===== src/padsr_ram.sv =====
// Generic single-port RAM with registered read.
module padsr_ram #(
	parameter int WIDTH = 8,
	parameter int DEPTH = 16,
	parameter int ADDR_W = (DEPTH > 1) ? $clog2(DEPTH) : 1
) (
	input  logic              clk,
	input  logic              we,
	input  logic [ADDR_W-1:0] addr,
	input  logic [WIDTH-1:0]  wdata,
	output logic [WIDTH-1:0]  rdata
);

	logic [WIDTH-1:0] mem [DEPTH];

	always_ff @(posedge clk) begin
		if (we) begin
			mem[addr] <= wdata;
		end
		rdata <= mem[addr];
	end

endmodule


===== config.mk =====
export PLATFORM = sky130hd
export DESIGN_NAME = padsr_ram
export DESIGN_NICKNAME = d
export VERILOG_FILES = /design/src/padsr_ram.sv
export SDC_FILE = /design/constraint.sdc
export NUM_CORES = 1
export LEC_CHECK = 0
export BUFFER_PORTS_ARGS = -buffer_cell sky130_fd_sc_hd__clkbuf_2
export CORE_MARGIN = 2
export CORE_UTILIZATION = 30
export CTS_BUF_LIST = sky130_fd_sc_hd__clkbuf_4 sky130_fd_sc_hd__clkbuf_8
export DETAILED_ROUTE_END_ITERATION = 8
export PLACE_DENSITY = 0.43
export SKIP_LAST_GASP = 1
export SLEW_MARGIN = 20
export SYNTH_ARGS = -nofsm -noshare
export SYNTH_HDL_FRONTEND = slang
export SYNTH_SLANG_ARGS = --single-unit

===== constraint.sdc =====
create_clock -name clk -period 2 [get_ports clk]
set_input_delay 0.4 -clock clk [delete_from_list [all_inputs] [get_ports clk]]
set_output_delay 0.4 -clock clk [all_outputs]
set_load 0.005 [all_outputs]

# After elaboration in Yosys (flattened, before gate mapping)
# Memories as Yosys holds them, arrays and structs flattened. A register that Yosys moved wholly into a read port is not among the register bits.
# Index checks and enable logic that the tools add are counted.
op_classes:
  n_mux: 2
ops:
  columns: ["op", "count"]
  rows:
  - ["2-to-1 mux 1 bit", 2]
totals:
  elab_cells: 3
  memories: 1
  output_inout_bits: 8
  inputBits: 14
  regBits: 0
  ram_bits: 128
memory_table:
  columns: ["memory", "depth", "width", "read_ports", "rd_ports_with_merged_regs", "wr", "line_no", "text"]
  rows:
  - ["mem", 16, 8, 1, 1, 1, "14", "logic [WIDTH-1:0] mem [DEPTH];"]

# Logic depth before layout (Yosys ltp)
# Gate-level depths: netlist of run 1.
logic_depth:
  ltp_word: 2
  depth_mapped: 5
  mapped_depth_nobuf: 3

# Worst setup path after synthesis of run 1
# Ideal clock, no wire load.
synth_path:
  kind: "input -> register"
  start: "input port addr[2]"
  end: "memory mem[0][0], enable pin"
  stages: 2
  slack_ns: 0.107
  n_path_buf: 0
  required_ns: 1.617
  setup_ns: 0.383
  arrival_ns: 1.510
  path_cell_list: "or3b_2 nor3_1"
synth_lines:
  columns: ["item", "line_no", "text"]
  rows:
  - ["from (decl)", "9", "input logic [ADDR_W-1:0] addr,"]
  - ["to (decl)", "14", null]
# No word-level cell before the write port.

==> results of run 1 <==
==> metal layers <==
layer	track usage, %	vias up
met5	0	-
met4	5.67	0
met3	3.36	12
met2	20.4	38
met1	17.8	1255
li1	-	1065
==> per-stage QoR <==
stage | total power, mW | cell area, sq um | hold WS, ns | utilization (%)
detailed placement | 3.59 | 5610 | 0.663 | 34.0
floorplan | 3.43 | 5070 | 0.499 | -
finish | 5.73 | 6010 | 0.404 | 36.3
global placement | 3.59 | 5610 | 0.659 | 34.0
global route | 5.96 | 6010 | 0.417 | 36.3
CTS | 5.81 | 6010 | 0.380 | 36.3
==> state kept, by name (all words and copies together) (netlist names) <==
register  cells
mem         128
rdata         8
==> layout by cell type (no fill, tap or decap), drive strengths merged <==
| cell | n |
|---|---|
| a22oi | 16 |
| and2 | 1 |
| buf | 25 |
| bufinv | 2 |
| clkbuf | 44 |
| clkinv | 6 |
| clkinvlp | 1 |
| dfxtp | 8 |
| edfxtp | 128 |
| mux4 | 32 |
| nand2 | 9 |
| nand2b | 2 |
| nand3 | 1 |
| nand3b | 2 |
| nor2 | 13 |
| nor2b | 2 |
| nor3 | 4 |
| or3b | 1 |
==> worst max-delay path: stages <==
cell and delay [ns]:
clkbuf_2 0.23, buf_4 0.30, mux4_2 0.53, a22oi_1 0.33, nand2_1 0.11
==> path summary, 6_finish.rpt <==
check / end / slack [ns] / cells after the start
max reg2reg: rdata[4]$_DFF_P_ / 0.60 / 3
min reg2reg: rdata[2]$_DFF_P_ / 0.68 / 3
max: rdata[4]$_DFF_P_ / 0.41 / 5
min: mem[4][3]$_DFFE_PP_ / 0.40 / 1
==> where the power goes <==
part / switching (mW) / internal (mW) / total [mW]
Combinational: 0.174 / 0.136 / 0.310
Clock: 0.996 / 1.22 / 2.21
Sequential: 0.0218 / 3.18 / 3.21
==> layout make-up <==
class / count / area (sq um)
fill: 1528 / 10500
sequential: 136 / 4000
multi-input combinational: 83 / 1000
timing repair buffer: 46 / 330
clock buffer: 23 / 292
tap: 220 / 275
clock inverter: 9 / 101
==> cells by family (layout without fill, tap and decap cells) <==
kind of cell / count (synthesis) / count (layout) / share of synthesized area [%]
mux: 32 / 32 / 14.2
flops: 136 / 136 / 79.0
simple gates: 35 / 35 / 3.21
compound gates: 16 / 16 / 2.37
buf+inv: 11 / 78 / 1.19
==> results.md, run 1 <==
- Drt wl/cell: 20.5 um
- Post_cts resized: 0
- Slew headroom: 43.8%
- IO Pins: 22
- Register area share after synthesis: 79.0%
- CP Max Fanout: 10
- Max Slew Vio Count: 0
- Die width: 134 um
- Status: finished, final reports clean
- Slew @ Worst Pin: 0.842 ns
- Setup crit start kind: primary input
- Critical Path AT: 1.91 ns
- Placement Setup Slack: -0.0971 ns
- Worst Skew: 0.00892 ns
- Crit. End Element: register
- Synth top area cells: edfxtp_1 76%, mux4_2 14%, dfxtp_1 3.2%
- Top cell type's share of synthesized area: 75.9%
- Leading area contributor after synthesis: edfxtp_1
- Routability cong.: 0.677
- Drt first-iter violations: 125
- WS Path Type: in2reg
- Cell variety after synth: 18
- Routed Antenna Nets: 0
- Leakage: 1.97 nW
- Antenna violations before repair: 0
- Nets: 298
- Port bufs: 21
- CP startpoint: addr[0]
- Die Span Y: 134 um
- TritonCTS clock tree: built
- Final Non-Filler Cells: 517
- Worst-case clock buffer depth: 2
- Met2 Wirelength: 5.06 mm
- Post-synth EDFFs: 128
- Synth Warn #: 0
- Hold Violations, Final: 0
- Worst min path class: in2reg
- Num Clock Sinks: 136
- Syn_area_per_cell: 22.0 sq um
- Routed WL: 10.6 mm
- Routed wl met3: 311 um
- Hpwl dp: 6.87 mm
- Power Dens Cells: 954 nW/um^2
- Setup WS post-layout: 0.407 ns
- WL met1: 5.04 mm
- Synth top cells by count: 128 x edfxtp_1, 32 x mux4_2, 16 x a22oi_1
- Layout area overhead: 18.5%
- VDD IR-drop max: 0.840 mV
- Pin count of the biggest net entering global routing: 31
- Top layer in use: met4
- Residual DRC count: 0
- Fmax: 628 MHz
- Antenna Cells: 0
- Number of core rows: 47
- Synthesized Nets: 244
- CTS Buf Count: 17
- Placed insts: 485
- Synth Flop Type: edfxtp_1
- Setup TNS: 0 ns
- First-pass GRT wire length: 16.6 mm
- Vias: 2370
- Post-synthesis register bit count: 136
- Hold Buf Count CTS: 0
- Tmin final: 1.59 ns
- Drt pass-1 iters: 4
- Post-DR vias/cell: 4.58
- Layout cell share with drive strength beyond 1: 37.4%
- Hold wc startpoint: wdata[3]
- Reg-to-reg startpoint: mem[11][4]$_DFFE_PP_
- Skew-Pair Late Insertion Delay: 0.44 ns
- Starting density of the core: 30.7%
- Synth Instances: 230
- Ys async rst share: 0%
- Unrepaired setup endpoints after global routing: no
- Top-count cell post-synth: edfxtp_1
- Worst path required time: 2.32 ns
- CTS root buffer: clkbuf_8
- Die area: 17900 sq um
- H-tree depth: 4
- Max-cap violations: 0
- Clock-pin slew on the worst setup and hold paths: 0.07 ns
- Floorplan Core Area: 16500 sq um
- Vias in the first global route: 2653
- Tcrit/Tclk final: 79.6%
- GRT Total Usage: 13.2%
- Setup Fix Bufs, Post-CTS: 0
- Mapped cell area: 5070 sq um
- Remaining global-route overflow: 0
- Final setup violation count: 0
Note: power is estimated with default switching activity, not from simulation.
==> inputs of run 2 (changes only) <==
==> constraint.sdc (replaced) <==
create_clock -name clk -period 1.6 [get_ports clk]
set_input_delay 0.32 -clock clk [delete_from_list [all_inputs] [get_ports clk]]
set_output_delay 0.32 -clock clk [all_outputs]
set_load 0.005 [all_outputs]
==> results.md, run 2 (synthesized netlist as in run 1, its figures left out) <==
- Status: finished, final reports clean
- Drt wl/cell: 20.3 um
- Port bufs: 21
- Skew-Pair Late Insertion Delay: 0.45 ns
- WS Path Type: reg2reg
- CTS root buffer: clkbuf_8
- Nets: 305
- Slew @ Worst Pin: 0.779 ns
- Crit. End Element: register
- Power Dens Cells: 1150 nW/um^2
- Routed Antenna Nets: 0
- Post_cts resized: 0
- Max reg flops: 128
- Die width: 134 um
- Layout cell share with drive strength beyond 1: 42.4%
- Vias in the first global route: 2463
- IO Pins: 22
- Final instance area: 6260 sq um
- Top flop regs: mem (128), rdata (8)
- Switch share: 21.6%
- Setup crit start kind: register
- Max Slew Vio Count: 0
- Tmin final: 1.36 ns
- Hpwl dp: 7.07 mm
- Vias: 2386
- Critical Path AT: 1.69 ns
- Tcrit/Tclk final: 85.2%
- Final setup violation count: 0
- Setup Fix Bufs, Post-CTS: 0
- Pint: 5.63 mW
- Hold Violations, Final: 0
- Routability cong.: 0.707
- Antenna violations before repair: 0
- CP Max Fanout: 1
- TritonCTS clock tree: built
- Post-DR vias/cell: 4.55
- CTS Buf Count: 17
- Final core utilization: 37.9%
- Worst-case clock buffer depth: 2
- H-tree depth: 4
- Routed WL: 10.6 mm
- Drt first-iter violations: 226
- Residual DRC count: 0
- Unrepaired setup endpoints after global routing: no
- Die area: 17900 sq um
- Most frequent cells in the layout: 128 x edfxtp_1, 32 x mux4_2, 21 x clkbuf_2
- Num Clock Sinks: 136
- Remaining global-route overflow: 0
- Worst path required time: 1.93 ns
- Starting density of the core: 30.7%
- Slowest CP cell: mux4_2
- Max-cap violations: 0
- First-pass GRT wire length: 16.0 mm
- Clock-pin slew on the worst setup and hold paths: 0.07 ns
- Fmax: 734 MHz
- Antenna Cells: 0
- Combinational share of power: 6.0%
- GRT Total Usage: 13.0%
- Drt pass-1 iters: 6
- Psw: 1.55 mW
- Clock power share: 38.2%
- Floorplan Core Area: 16500 sq um
- Layout area overhead: 23.6%
- Crit path max-delay family: multiplexers
- Area after DPL: 5880 sq um
- Slew headroom: 48.0%
- Number of core rows: 47
- Pin count of the biggest net entering global routing: 22
- Leakage: 2.03 nW
- Most flops, register: mem
- Worst path max stage delay: 0.48 ns
- Worst Skew: 0.0154 ns
- Tot Pwr: 7.18 mW
- Worst-path cell chain: mux4_2 > a22oi_1 > nand2_1
- Die Span Y: 134 um
- Sequential power share: 55.8%
- Bufs and invs on worst path: 0
- Worst min path class: in2reg
- Most common cell after layout, fill and taps aside: edfxtp_1
- Hold Buf Count CTS: 0
- Filler Cell Count: 1526
- VDD IR-drop max: 0.513 mV
-- run 2: changes by cell type in the layout (fill, tap and decap cells not counted) --
cell	change
clkinvlp_4	+2
inv_6	+1
buf_12	+14
clkbuf_4	-4
buf_4	-7
clkinv_1	+2
nor3_1	-1
nor3_2	+1
clkinv_2	-1
nor2_2	+12
nor2_1	-12
-- run 2: path summary, 6_finish.rpt --
kind | startpoint | to | slack [ns] | depth (start not counted)
min reg2reg | mem[12][2]$_DFFE_PP_ | rdata[2]$_DFF_P_ | 0.67 | 3
min | wdata[6] | mem[5][6]$_DFFE_PP_ | 0.31 | 1
max | mem[11][5]$_DFFE_PP_ | rdata[5]$_DFF_P_ | 0.24 | 3
max reg2reg | mem[11][5]$_DFFE_PP_ | rdata[5]$_DFF_P_ | 0.24 | 3
-- run 2: cell type report --
type / instances / area [sq um] / share of cell area (%)
clock buffer: 19 / 262 / 4.17
timing repair buffer: 53 / 558 / 8.91
tap: 220 / 275 / 4.39
sequential: 136 / 4000 / 63.9
multi-input combinational: 83 / 1040 / 16.6
clock inverter: 13 / 128 / 2.04
-- run 2: power by group through the flow --
stage,combinational [mW],clock [mW],sequential (mW)
2_1_floorplan,0.212,0,4.08
3_3_place_gp,0.437,0,4.09
3_5_place_dp,0.437,0,4.09
4_1_cts,0.438,2.83,4.01
5_1_grt,0.472,2.99,4.01
6_report,0.427,2.74,4.00
-- run 2: per-stage QoR --
stage | TNS (ns) | hold slack [ns] | worst slack, ns | std cells
6_report | 0 | 0.312 | 0.237 | 524
5_1_grt | 0 | 0.324 | 0.146 | 524
4_1_cts | 0 | 0.306 | 0.216 | 524
3_5_place_dp | -5.44 | 0.661 | -0.192 | 492
3_3_place_gp | -5.71 | 0.653 | -0.203 | 492
2_1_floorplan | -2.58 | 0.419 | -0.107 | 230
-- run 2: worst register-to-register path, cell delays in order, from the launching register on --
cell and delay, ns:
edfxtp_1 0.37, mux4_2 0.48, a22oi_1 0.30, nand2_1 0.09
-- run 2: per-layer routing --
metal	GRT usage (%)	up-vias	wire length (um)
met2	20.6	40	5330
met1	16.2	1256	4850
met4	5.50	0	116
met3	4.46	6	322
met5	0	-	0
li1	-	1084	-
==> inputs of run 3 (changes only) <==
--- a/config.mk
+++ b/config.mk
@@ -10,6 +10,7 @@
 export CORE_UTILIZATION = 30
 export CTS_BUF_LIST = sky130_fd_sc_hd__clkbuf_4 sky130_fd_sc_hd__clkbuf_8
 export DETAILED_ROUTE_END_ITERATION = 8
+export MAX_ROUTING_LAYER = met4
 export PLACE_DENSITY = 0.43
 export SKIP_LAST_GASP = 1
 export SLEW_MARGIN = 20
==> results.md, run 3 (synthesized netlist as in run 1, its figures left out) <==
- Final Non-Filler Cells: 524
- WS Path Type: reg2reg
- Worst Reg2Reg Path Length in Cells: 3
- CP Max Fanout: 1
- Vias in the first global route: 2442
- Hpwl dp: 7.07 mm
- Antenna Cells: 0
- Die area: 17900 sq um
- Pin count of the biggest net entering global routing: 22
- H-tree depth: 4
- Number of core rows: 47
- Most flops, register: mem
- Most frequent cells in the layout: 128 x edfxtp_1, 32 x mux4_2, 21 x clkbuf_2
- Fmax: 736 MHz
- Worst Skew: 0.00658 ns
- Slew @ Worst Pin: 0.756 ns
- Worst path max stage delay: 0.47 ns
- Status: finished, final reports clean
- Setup TNS: 0 ns
- Max reg flops: 128
- Unrepaired setup endpoints after global routing: no
- Drt first-iter violations: 237
- Vias: 2375
- Area after DPL: 5880 sq um
- GRT Total Usage: 13.3%
- Drt wl/cell: 20.2 um
- Layout cell share with drive strength beyond 1: 42.4%
- Setup Fix Bufs, Post-CTS: 0
- First-pass GRT wire length: 16.0 mm
- Tmin final: 1.36 ns
- Die width: 134 um
- Port bufs: 21
- IO Pins: 22
- Antenna violations before repair: 0
- TritonCTS clock tree: built
- Post_cts resized: 0
- Routed WL: 10.6 mm
- Post-DR vias/cell: 4.53
- Final instance area: 6260 sq um
- Drt pass-1 iters: 4
- Routability cong.: 0.715
- Leakage: 2.03 nW
- Most common cell after layout, fill and taps aside: edfxtp_1
- Top flop regs: mem (128), rdata (8)
- Setup WS post-layout: 0.242 ns
- CTS root buffer: clkbuf_8
- Hold Buf Count CTS: 0
- Hold Violations, Final: 0
- Slowest CP cell: mux4_2
- Routed Antenna Nets: 0
- Worst-path cell chain: mux4_2 > a22oi_1 > nand2_1
- Crit path max-delay family: multiplexers
- Slew headroom: 49.5%
- Residual DRC count: 0
- Nets: 305
- Worst min path class: in2reg
- Max Slew Vio Count: 0
- Power Dens Cells: 1140 nW/um^2
- Worst Hold Depth: 1
- Final setup violation count: 0
- Starting density of the core: 30.7%
- Max-cap violations: 0
- Remaining global-route overflow: 0
- Die Span Y: 134 um
- CTS Buf Count: 17
- Skew-Pair Late Insertion Delay: 0.44 ns
- Placed insts: 492
- Num Clock Sinks: 136
- VDD IR-drop max: 0.517 mV
- Worst-case clock buffer depth: 2
- Bufs and invs on worst path: 0
- Setup crit start kind: register
- Tcrit/Tclk final: 84.9%
- Floorplan Core Area: 16500 sq um
- Tot Pwr: 7.17 mW
- Number of cells on the critical path: 3
- Layout area overhead: 23.6%
- Worst path required time: 1.92 ns
- Crit. End Element: register
- Placement Setup Slack: -0.192 ns
- Clock-pin slew on the worst setup and hold paths: 0.08 ns
- Critical Path AT: 1.68 ns
run 3: worst reg2reg max path, delay by kind of cell, from the launching register on:
kind / cells / cell delay [ns]
multiplexers: 1 / 0.47
flip-flops: 1 / 0.37
AO/OA/AOI/OAI: 1 / 0.30
AND/OR/NAND/NOR: 1 / 0.09
run 3: metrics by stage:
stage	util [%]	hold WS, ns
detailed placement	35.6	0.661
floorplan	-	0.419
global route	37.9	0.329
global placement	35.6	0.653
CTS	37.9	0.306
finish	37.9	0.310
run 3: final timing paths:
check                              to                  from  slack [ns]
hold reg to reg      rdata[2]$_DFF_P_  mem[12][2]$_DFFE_PP_        0.67
setup reg to reg     rdata[5]$_DFF_P_  mem[11][5]$_DFFE_PP_        0.24
setup / recovery     rdata[5]$_DFF_P_  mem[11][5]$_DFFE_PP_        0.24
hold / removal    mem[5][6]$_DFFE_PP_              wdata[6]        0.31
run 3: power by group:
| group | internal (mW) | total, mW | switching (mW) |
|---|---|---|---|
| registers | 3.98 | 4.01 | 0.0263 |
| logic | 0.200 | 0.427 | 0.227 |
| clock network | 1.45 | 2.74 | 1.29 |
| total | 5.63 | 7.17 | 1.54 |
run 3: per-layer routing:
| layer | up-vias | GRT usage, % | wire length (um) |
|---|---|---|---|
| li1 | 1087 | - | - |
| met1 | 1235 | 16.2 | 4810 |
| met2 | 38 | 20.7 | 5230 |
| met3 | 15 | 4.35 | 326 |
| met4 | 0 | 5.32 | 197 |
| met5 | - | - | 0 |
run 3: layout make-up:
type | instances | area (sq um)
clock buffer | 19 | 262
timing repair buffer | 53 | 558
clock inverter | 13 | 128
fill | 1526 | 10300
tap | 220 | 275
multi-input combinational | 83 | 1040
sequential | 136 | 4000
